## src/hw/rtl/vmm_pkg.sv

```systemverilog
package vmm_pkg;

    localparam int SAMPLE_W  = 10;
    localparam int LANES     = 4;
    localparam int PAIR_W    = SAMPLE_W + 1;
    localparam int SUM_W     = SAMPLE_W + 3;
    localparam int VOLTS_W   = 6;
    localparam int PERIOD_W  = 7;
    localparam int SEG_W     = 7;
    localparam int CHAR_W    = 8;
    localparam int DIGIT_W   = 4;

    localparam logic [1:0] OP_BURST = 2'd0;
    localparam logic [1:0] OP_TICK  = 2'd1;
    localparam logic [1:0] OP_BYTE  = 2'd2;

    localparam logic [CHAR_W-1:0] CHAR_L      = 8'h4C;
    localparam logic [CHAR_W-1:0] CHAR_LOWER_M = 8'h6D;
    localparam logic [CHAR_W-1:0] CHAR_UPPER_M = 8'h4D;
    localparam logic [CHAR_W-1:0] CHAR_DOT    = 8'h2E;
    localparam logic [CHAR_W-1:0] CHAR_NL     = 8'h0A;
    localparam logic [CHAR_W-1:0] CHAR_ZERO   = 8'h30;

    localparam logic [VOLTS_W-1:0]  VOLTS_MIN_RESET = 6'd33;
    localparam logic [PERIOD_W-1:0] PERIOD_RESET    = 7'd100;

    // Item handed from the merge stage to the sequencer.
    typedef struct packed {
        logic [1:0]         op;
        logic [CHAR_W-1:0]  rx_byte;
        logic [VOLTS_W-1:0] volts;
    } t_item;

    // Tens digit of a value below 64: multiply by 205/2048.
    function automatic logic [DIGIT_W-1:0] tens_of(input logic [VOLTS_W-1:0] v);
        logic [13:0] prod;
        prod = {8'd0, v} * 14'd205;
        return {1'b0, prod[13:11]};
    endfunction

    function automatic logic [DIGIT_W-1:0] units_of(input logic [VOLTS_W-1:0] v);
        logic [DIGIT_W-1:0] q;
        logic [VOLTS_W-1:0] tenfold;
        q       = tens_of(v);
        // 8q + 2q = 10q
        tenfold = {q[2:0], 3'b000} + {2'b00, q[2:0], 1'b0};
        return 4'(v - tenfold);
    endfunction

    function automatic logic [SEG_W-1:0] seg_of(input logic [DIGIT_W-1:0] d);
        logic [SEG_W-1:0] s;
        case (d)
            4'd0:    s = 7'h3F;
            4'd1:    s = 7'h06;
            4'd2:    s = 7'h5B;
            4'd3:    s = 7'h4F;
            4'd4:    s = 7'h66;
            4'd5:    s = 7'h6D;
            4'd6:    s = 7'h7D;
            4'd7:    s = 7'h07;
            4'd8:    s = 7'h7F;
            4'd9:    s = 7'h6F;
            default: s = 7'h00;
        endcase
        return s;
    endfunction

    function automatic logic [CHAR_W-1:0] ascii_of(input logic [DIGIT_W-1:0] d);
        return CHAR_ZERO + {4'd0, d};
    endfunction

endpackage

```

## src/hw/rtl/vmm_lane.sv

```systemverilog
module vmm_lane (
    input  logic                         i_clk,
    input  logic                         i_en,
    input  logic [vmm_pkg::SAMPLE_W-1:0] i_sample_a,
    input  logic [vmm_pkg::SAMPLE_W-1:0] i_sample_b,
    output logic [vmm_pkg::PAIR_W-1:0]   o_sum
);

    logic [vmm_pkg::PAIR_W-1:0] r_sum;

    always_ff @(posedge i_clk) begin
        if (i_en) begin
            r_sum <= {1'b0, i_sample_a} + {1'b0, i_sample_b};
        end
    end

    assign o_sum = r_sum;

endmodule

```

## src/hw/rtl/vmm_merge.sv

```systemverilog
module vmm_merge (
    input  logic                        i_clk,
    input  logic                        i_en,
    input  logic [vmm_pkg::PAIR_W-1:0]  i_pair_sum [vmm_pkg::LANES],
    output logic [vmm_pkg::VOLTS_W-1:0] o_volts
);

    logic [vmm_pkg::SUM_W-1:0]    sum;
    logic [vmm_pkg::SAMPLE_W-1:0] avg;
    logic [15:0]                  scaled;
    logic [15:0]                  biased;
    logic [vmm_pkg::VOLTS_W-1:0]  r_volts;

    always_comb begin
        sum = '0;
        for (int i = 0; i < vmm_pkg::LANES; i++) begin
            sum = sum + {2'b00, i_pair_sum[i]};
        end
        avg    = sum[vmm_pkg::SUM_W-1:3];
        scaled = {1'b0, avg, 5'd0} + {6'd0, avg} + 16'd511;
        // Division by 1023 is exact for this range as (x + x/1024 + 1) / 1024.
        biased = scaled + {10'd0, scaled[15:10]} + 16'd1;
    end

    always_ff @(posedge i_clk) begin
        if (i_en) begin
            r_volts <= biased[15:10];
        end
    end

    assign o_volts = r_volts;

endmodule

```

## src/hw/rtl/vmm_seq.sv

```systemverilog
module vmm_seq (
    input  logic                         i_clk,
    input  logic                         i_rst_n,
    input  logic                         i_cfg_wr_en,
    input  logic [vmm_pkg::PERIOD_W-1:0] i_cfg_wr_data,
    input  logic                         i_item_valid,
    input  vmm_pkg::t_item               i_item,
    output logic                         o_item_take,
    output logic                         o_valid,
    input  logic                         i_stall,
    output logic                         o_kind,
    output logic [vmm_pkg::SEG_W-1:0]    o_segments,
    output logic                         o_high_digit,
    output logic [vmm_pkg::CHAR_W-1:0]   o_tx_char,
    output logic                         o_last
);

    typedef enum logic {
        JOB_TICK,
        JOB_LIST
    } t_job;

    logic [vmm_pkg::PERIOD_W-1:0] r_period, n_period;
    logic [vmm_pkg::VOLTS_W-1:0]  r_now, n_now, r_min, n_min, r_max, n_max;
    logic                         r_toggle, n_toggle;
    logic [vmm_pkg::PERIOD_W-1:0] r_tick, n_tick;
    logic                         r_busy, n_busy;
    logic [3:0]                   r_idx, n_idx, r_last_idx, n_last_idx;
    t_job                         r_job, n_job;
    logic [vmm_pkg::SEG_W-1:0]    r_seg, n_seg;
    logic                         r_hi, n_hi;
    logic [vmm_pkg::DIGIT_W-1:0]  r_a1, n_a1, r_a0, n_a0, r_b1, n_b1, r_b0, n_b0;

    logic                         out_xfer;
    logic                         out_done;
    logic                         needs_slot;
    logic                         take;
    logic [vmm_pkg::DIGIT_W-1:0]  digit;
    logic [vmm_pkg::PERIOD_W:0]   next_count;
    logic                         report;

    always_comb begin
        n_period   = r_period;
        n_now      = r_now;
        n_min      = r_min;
        n_max      = r_max;
        n_toggle   = r_toggle;
        n_tick     = r_tick;
        n_busy     = r_busy;
        n_idx      = r_idx;
        n_last_idx = r_last_idx;
        n_job      = r_job;
        n_seg      = r_seg;
        n_hi       = r_hi;
        n_a1       = r_a1;
        n_a0       = r_a0;
        n_b1       = r_b1;
        n_b0       = r_b0;

        out_xfer = r_busy && !i_stall;
        out_done = out_xfer && (r_idx == r_last_idx);
        if (out_xfer) begin
            n_idx = r_idx + 4'd1;
        end
        if (out_done) begin
            n_busy = 1'b0;
        end

        needs_slot = (i_item.op == vmm_pkg::OP_TICK) ||
                     ((i_item.op == vmm_pkg::OP_BYTE) && (i_item.rx_byte == vmm_pkg::CHAR_L));
        take       = i_item_valid && (!needs_slot || !r_busy || out_done);

        digit      = r_toggle ? vmm_pkg::tens_of(r_now) : vmm_pkg::units_of(r_now);
        next_count = {1'b0, r_tick} + 8'd1;
        report     = next_count >= {1'b0, r_period};

        if (take) begin
            case (i_item.op)
                vmm_pkg::OP_BURST: begin
                    n_now = i_item.volts;
                    if (i_item.volts < r_min) begin
                        n_min = i_item.volts;
                    end
                    if (i_item.volts > r_max) begin
                        n_max = i_item.volts;
                    end
                end
                vmm_pkg::OP_TICK: begin
                    n_seg      = vmm_pkg::seg_of(digit);
                    n_hi       = r_toggle;
                    n_toggle   = !r_toggle;
                    n_tick     = report ? '0 : next_count[vmm_pkg::PERIOD_W-1:0];
                    n_a1       = vmm_pkg::tens_of(r_now);
                    n_a0       = vmm_pkg::units_of(r_now);
                    n_job      = JOB_TICK;
                    n_idx      = 4'd0;
                    n_last_idx = report ? 4'd4 : 4'd0;
                    n_busy     = 1'b1;
                end
                vmm_pkg::OP_BYTE: begin
                    if (i_item.rx_byte == vmm_pkg::CHAR_L) begin
                        n_a1       = vmm_pkg::tens_of(r_min);
                        n_a0       = vmm_pkg::units_of(r_min);
                        n_b1       = vmm_pkg::tens_of(r_max);
                        n_b0       = vmm_pkg::units_of(r_max);
                        n_job      = JOB_LIST;
                        n_idx      = 4'd0;
                        n_last_idx = 4'd10;
                        n_busy     = 1'b1;
                    end
                end
                default: begin
                end
            endcase
        end

        if (i_cfg_wr_en) begin
            n_period = i_cfg_wr_data;
        end
    end

    always_ff @(posedge i_clk) begin
        if (!i_rst_n) begin
            r_period <= vmm_pkg::PERIOD_RESET;
            r_now    <= '0;
            r_min    <= vmm_pkg::VOLTS_MIN_RESET;
            r_max    <= '0;
            r_toggle <= 1'b0;
            r_tick   <= '0;
            r_busy   <= 1'b0;
            r_idx    <= '0;
            r_job    <= JOB_TICK;
        end else begin
            r_period <= n_period;
            r_now    <= n_now;
            r_min    <= n_min;
            r_max    <= n_max;
            r_toggle <= n_toggle;
            r_tick   <= n_tick;
            r_busy   <= n_busy;
            r_idx    <= n_idx;
            r_job    <= n_job;
        end
        r_last_idx <= n_last_idx;
        r_seg      <= n_seg;
        r_hi       <= n_hi;
        r_a1       <= n_a1;
        r_a0       <= n_a0;
        r_b1       <= n_b1;
        r_b0       <= n_b0;
    end

    // The result on show is chosen by the job and the position within it.
    always_comb begin
        o_kind       = 1'b1;
        o_segments   = '0;
        o_high_digit = 1'b0;
        o_tx_char    = '0;
        if (r_job == JOB_TICK) begin
            case (r_idx)
                4'd0: begin
                    o_kind       = 1'b0;
                    o_segments   = r_seg;
                    o_high_digit = r_hi;
                end
                4'd1:    o_tx_char = vmm_pkg::ascii_of(r_a1);
                4'd2:    o_tx_char = vmm_pkg::CHAR_DOT;
                4'd3:    o_tx_char = vmm_pkg::ascii_of(r_a0);
                default: o_tx_char = vmm_pkg::CHAR_NL;
            endcase
        end else begin
            case (r_idx)
                4'd0:    o_tx_char = vmm_pkg::CHAR_LOWER_M;
                4'd1:    o_tx_char = vmm_pkg::ascii_of(r_a1);
                4'd2:    o_tx_char = vmm_pkg::CHAR_DOT;
                4'd3:    o_tx_char = vmm_pkg::ascii_of(r_a0);
                4'd5:    o_tx_char = vmm_pkg::CHAR_UPPER_M;
                4'd6:    o_tx_char = vmm_pkg::ascii_of(r_b1);
                4'd7:    o_tx_char = vmm_pkg::CHAR_DOT;
                4'd8:    o_tx_char = vmm_pkg::ascii_of(r_b0);
                default: o_tx_char = vmm_pkg::CHAR_NL;
            endcase
        end
    end

    assign o_valid     = r_busy;
    assign o_last      = r_idx == r_last_idx;
    assign o_item_take = take;

endmodule

```

## src/hw/rtl/voltmeter_minmax_display_unit.sv

```systemverilog
// Voltmeter with running minimum and maximum, two-digit seven-segment drive and a
// serial text report. One item can be accepted in every clock cycle while o_stall
// is low. The four sample lanes register the item at its transfer, the merging
// stage that averages and scales to tenths of a volt then registers it, and the
// sequencer shows its first result from a register of its own. The sequencer
// emits one result per cycle while i_stall is low, so a display tick without a
// report holds the output for one transfer, a tick with a report for five and an
// 'L' request for eleven; conversion bursts and ignored bytes pass through
// without occupying the output at all. Sustained throughput is therefore one
// item per cycle unless results pile up behind a multi-character report or a
// stalled receiver, in which case i_stall is passed back as o_stall through the
// pipeline.
module voltmeter_minmax_display_unit (
    input  logic                         i_clk,
    input  logic                         i_rst_n,

    // Configuration: report_period.
    input  logic                         i_cfg_wr_en,
    input  logic [vmm_pkg::PERIOD_W-1:0] i_cfg_wr_data,

    // Input channel.
    input  logic                         i_valid,
    output logic                         o_stall,
    input  logic [1:0]                   i_op,
    input  logic [vmm_pkg::SAMPLE_W-1:0] i_sample_0,
    input  logic [vmm_pkg::SAMPLE_W-1:0] i_sample_1,
    input  logic [vmm_pkg::SAMPLE_W-1:0] i_sample_2,
    input  logic [vmm_pkg::SAMPLE_W-1:0] i_sample_3,
    input  logic [vmm_pkg::SAMPLE_W-1:0] i_sample_4,
    input  logic [vmm_pkg::SAMPLE_W-1:0] i_sample_5,
    input  logic [vmm_pkg::SAMPLE_W-1:0] i_sample_6,
    input  logic [vmm_pkg::SAMPLE_W-1:0] i_sample_7,
    input  logic [vmm_pkg::CHAR_W-1:0]   i_rx_byte,

    // Result channel.
    output logic                         o_valid,
    input  logic                         i_stall,
    output logic                         o_kind,
    output logic [vmm_pkg::SEG_W-1:0]    o_segments,
    output logic                         o_high_digit,
    output logic [vmm_pkg::CHAR_W-1:0]   o_tx_char,
    output logic                         o_last
);

    logic [vmm_pkg::SAMPLE_W-1:0] samples [2*vmm_pkg::LANES];
    logic [vmm_pkg::PAIR_W-1:0]   pair_sum [vmm_pkg::LANES];
    logic [vmm_pkg::VOLTS_W-1:0]  volts;

    // Pipeline control: a stage may load when it is empty or its contents move on.
    logic                         r_s1_valid;
    logic [1:0]                   r_s1_op;
    logic [vmm_pkg::CHAR_W-1:0]   r_s1_rx;
    logic                         r_s2_valid;
    logic [1:0]                   r_s2_op;
    logic [vmm_pkg::CHAR_W-1:0]   r_s2_rx;

    logic                         in_xfer;
    logic                         s1_ready;
    logic                         s2_ready;
    logic                         s2_load;
    logic                         seq_take;
    vmm_pkg::t_item               item;

    assign samples[0] = i_sample_0;
    assign samples[1] = i_sample_1;
    assign samples[2] = i_sample_2;
    assign samples[3] = i_sample_3;
    assign samples[4] = i_sample_4;
    assign samples[5] = i_sample_5;
    assign samples[6] = i_sample_6;
    assign samples[7] = i_sample_7;

    // The sequencer takes bursts and ignored bytes at once; only items that
    // produce results wait for the output to be free.
    assign s2_ready = !r_s2_valid || seq_take;
    assign s1_ready = !r_s1_valid || s2_ready;
    assign s2_load  = r_s1_valid && s2_ready;
    assign o_stall  = !s1_ready;
    assign in_xfer  = i_valid && s1_ready;

    always_ff @(posedge i_clk) begin
        if (!i_rst_n) begin
            r_s1_valid <= 1'b0;
            r_s2_valid <= 1'b0;
        end else begin
            if (s1_ready) begin
                r_s1_valid <= i_valid;
            end
            if (s2_ready) begin
                r_s2_valid <= r_s1_valid;
            end
        end
        if (in_xfer) begin
            r_s1_op <= i_op;
            r_s1_rx <= i_rx_byte;
        end
        if (s2_load) begin
            r_s2_op <= r_s1_op;
            r_s2_rx <= r_s1_rx;
        end
    end

    // Each lane adds one pair of samples of the burst.
    for (genvar g = 0; g < vmm_pkg::LANES; g++) begin : g_lane
        vmm_lane u_lane (
            .i_clk      (i_clk),
            .i_en       (in_xfer),
            .i_sample_a (samples[2*g]),
            .i_sample_b (samples[2*g+1]),
            .o_sum      (pair_sum[g])
        );
    end

    // The merging stage sums the lane results, averages and scales to tenths of a volt.
    vmm_merge u_merge (
        .i_clk      (i_clk),
        .i_en       (s2_load),
        .i_pair_sum (pair_sum),
        .o_volts    (volts)
    );

    assign item.op      = r_s2_op;
    assign item.rx_byte = r_s2_rx;
    assign item.volts   = volts;

    // The sequencer holds the voltage state and counters and emits each result transfer.
    vmm_seq u_seq (
        .i_clk         (i_clk),
        .i_rst_n       (i_rst_n),
        .i_cfg_wr_en   (i_cfg_wr_en),
        .i_cfg_wr_data (i_cfg_wr_data),
        .i_item_valid  (r_s2_valid),
        .i_item        (item),
        .o_item_take   (seq_take),
        .o_valid       (o_valid),
        .i_stall       (i_stall),
        .o_kind        (o_kind),
        .o_segments    (o_segments),
        .o_high_digit  (o_high_digit),
        .o_tx_char     (o_tx_char),
        .o_last        (o_last)
    );

endmodule
```

## config.mk

```make
export PLATFORM = sky130hd
export DESIGN_NAME = voltmeter_minmax_display_unit
export DESIGN_NICKNAME = d
export VERILOG_FILES = /design/src/hw/rtl/vmm_pkg.sv /design/src/hw/rtl/vmm_lane.sv /design/src/hw/rtl/vmm_merge.sv /design/src/hw/rtl/vmm_seq.sv /design/src/hw/rtl/voltmeter_minmax_display_unit.sv
export SDC_FILE = /design/constraint.sdc
export NUM_CORES = 1
export LEC_CHECK = 0
export CORE_ASPECT_RATIO = 0.9
export CORE_MARGIN = 5
export CORE_UTILIZATION = 60
export CTS_BUF_LIST = sky130_fd_sc_hd__clkbuf_4 sky130_fd_sc_hd__clkbuf_8
export DETAILED_ROUTE_END_ITERATION = 10
export DONT_BUFFER_PORTS = 1
export HOLD_SLACK_MARGIN = 0.08
export PLACE_DENSITY = 0.83
export SYNTH_ARGS = -nofsm -noshare
export SYNTH_HDL_FRONTEND = slang
export SYNTH_SLANG_ARGS = --single-unit
```

## constraint.sdc

```tcl
create_clock -name i_clk -period 11.78 [get_ports i_clk]
set_input_delay 2.356 -clock i_clk [delete_from_list [all_inputs] [get_ports i_clk]]
set_output_delay 2.356 -clock i_clk [all_outputs]
set_load 0.02 [all_outputs]
```

==> reports/results.ini <==
[final_layout]
syn_to_final_growth_pct = 5.90
drive_gt1_share_pct = 5.16
layout_common_cells = 191 x inv_1, 191 x ha_1, 95 x edfxtp_1
diodes = 0
fin_nets = 1534

[synth]
ys_types = 78
postSynthAreaPerCell_um2 = 9.78
yosysWarningCount = 0
synth_ff_type = edfxtp_1
synth_cells = 1202
async_reset_ff_share_pct = 0
synth_fp_nets = 1529
ys_seq_area_share_pct = 31.3
netlist_area_mm2 = 0.0118
yosys_register_bits = 136
synth_top_area_cell = edfxtp_1
ys_top_cells_by_area = edfxtp_1 24%, ha_1 20%, dfxtp_1 7.0%
synth_top_area_share_pct = 24.3
synth_edf_count = 95

[setup_path]
endpoint_kind = flop
slowest_stage = a2111oi_1
start_kind = flop
crit_start = g_lane[0].u_lane.o_sum[1]
crit_required_ps = 12000
rr_startpoint = g_lane[0].u_lane.o_sum[1]
cp_data_arrival_time_ps = 8640
crit_fanout = 8
max_stage_delay_ps = 770
cp_common_cell = ha_1
worst-setup-path-type = flop to flop

[flow_run]
drv_cap = 0

[floorplan]
core-area_mm2 = 0.0192
fp.dieW_um = 158
die_height_um = 143
die_area_mm2 = 0.0225
pin_count = 122
start_util_pct = 61.2
rows = 48

[sta]
fin_skew_ps = 14.2
grt_setup_unrepaired = false
timing.fmax_mhz = 119
tightest_slew_ps = 835
setup_viol = 0
slew_viol_final = 0
final.period_utilization_pct = 71.5
maxSlewHeadroom_pct = 44.2
timing.final.crit_period_ps = 8420
tns_ps = 0
hold_viol = 0

[clock_tree]
cts_resized = 0
clockBufferDepth = 2
post_cts_buffers = 0
clk_latency_ps = 470
clk_pin_slew_ps = 80
cts_hold_buffers = 0
cts_tree = yes
numClockSinks = 136
clockRootBuffer = clkbuf_8
cts_max_level = 4
cts_buffers = 17

[route]
postRouteAntennaNets = 0
via_per_inst = 5.73
drt_iter0_drc = 449
wl_per_cell_um = 15.4
first_pass_iters = 5
vias = 8421
drt_wl_total_um = 22700
drc = 0

[global_routing]
grt_max_degree = 55
grt-ovfl-total = 0
grt_pass1_wl_um = 38800
first_global_vias = 8565
grtUsageTotal_pct = 21.1
antenna_found_initial = 0

[outcome]
status = finished clean

[placement]
dp_hpwl_um = 18300
io_buffer_count = 0
globalplace.congestion = 0.885

[worst_hold_path]
min-delay-start = r_s1_op[1]
hp-class = flop to flop

cells in the mapped netlist (all sizes together), types with 9 or more instances:
master	n
o21bai	14
mux2i	35
o21a	16
nand2	52
nor4	12
ha	191
nand3	25
fa	34
xnor2	55
nor2b	32
a21oi	50
and2	11
xor2	28
and3	12
a211oi	12
o21ai	51
dfxtp	41
nor2	60
edfxtp	95
inv	192
nand4	9
nand2b	10
nor3	26
clkbuf	15
a21o	23
kinds of logic after synthesis:
logic type	synth area share, %
AO/OA/AOI/OAI	13.6
XOR/XNOR	6.38
adder cells (fa/ha/maj)	26.1
buffers and inverters	6.72
flip-flops	31.3
multiplexers	3.66
other	0.0319
AND/OR/NAND/NOR	12.2
metal layers:
metal	vias up	GRT usage, %	wire length (um)
met5	-	0	0
met4	0	6.97	479
met3	47	5.91	1340
met2	230	36.3	11000
met1	3909	25.8	9870
li1	4235	-	-
worst paths after layout:
check,to,cells past startpoint,slack (ps)
setup / recovery,u_merge.o_volts[3],35,3360
hold / removal,r_s2_op[1],0,430
setup reg to reg,u_merge.o_volts[3],35,3360
hold reg to reg,r_s2_op[1],0,430
flip-flops by register name, indices dropped and copies added (netlist names):
register             count
r_s2_valid               1
u_seq.r_a1               3
u_seq.r_job              1
r_s1_valid               1
g_lane.u_lane.o_sum     44
u_merge.o_volts          6
u_seq.r_toggle           1
r_s2_op                  2
u_seq.r_now              6
r_s2_rx                  8
r_s1_op                  2
u_seq.r_tick             7
u_seq.r_last_idx         3
u_seq.r_b1               3
u_seq.r_max              6
u_seq.o_valid            1
u_seq.r_idx              4
u_seq.r_a0               4
u_seq.r_seg              7
u_seq.r_b0               4
u_seq.r_min              6
u_seq.r_hi               1
u_seq.r_period           7
r_s1_rx                  8
worst max-delay path: cells and delay by family, from the launching register on:
kind / cells / cell delay (ps)
buffers and inverters: 4 / 380
flip-flops: 1 / 430
AO/OA/AOI/OAI: 14 / 3420
XOR/XNOR: 3 / 450
adder cells (fa/ha/maj): 6 / 2020
AND/OR/NAND/NOR: 8 / 1480
final cells by class:
cell class              count  area, um2
clock buffers              19        262
clock inverters            13        158
fillers                  1487       6770
inverters                 192        721
multi-input cells         857       7300
flip-flops and latches    136       3670
well taps                 250        313
repair buffers              3       22.5
through the flow:
step / util (%) / hold slack [ps] / area, um2 / worst slack [ps] / cells
3_3_place_gp: 62.6 / 403 / 12000 / 3740 / 1438
6_report: 64.8 / 429 / 12400 / 3360 / 1470
2_1_floorplan: - / 400 / 11800 / 4230 / 1202
5_1_grt: 64.8 / 434 / 12400 / 2680 / 1470
4_1_cts: 64.8 / 428 / 12400 / 3360 / 1470
3_5_place_dp: 62.6 / 408 / 12000 / 3390 / 1438
Power is left out: the tool's default activity adds up to more than one toggle a clock period on the data nets, which glitch-free logic cannot reach.
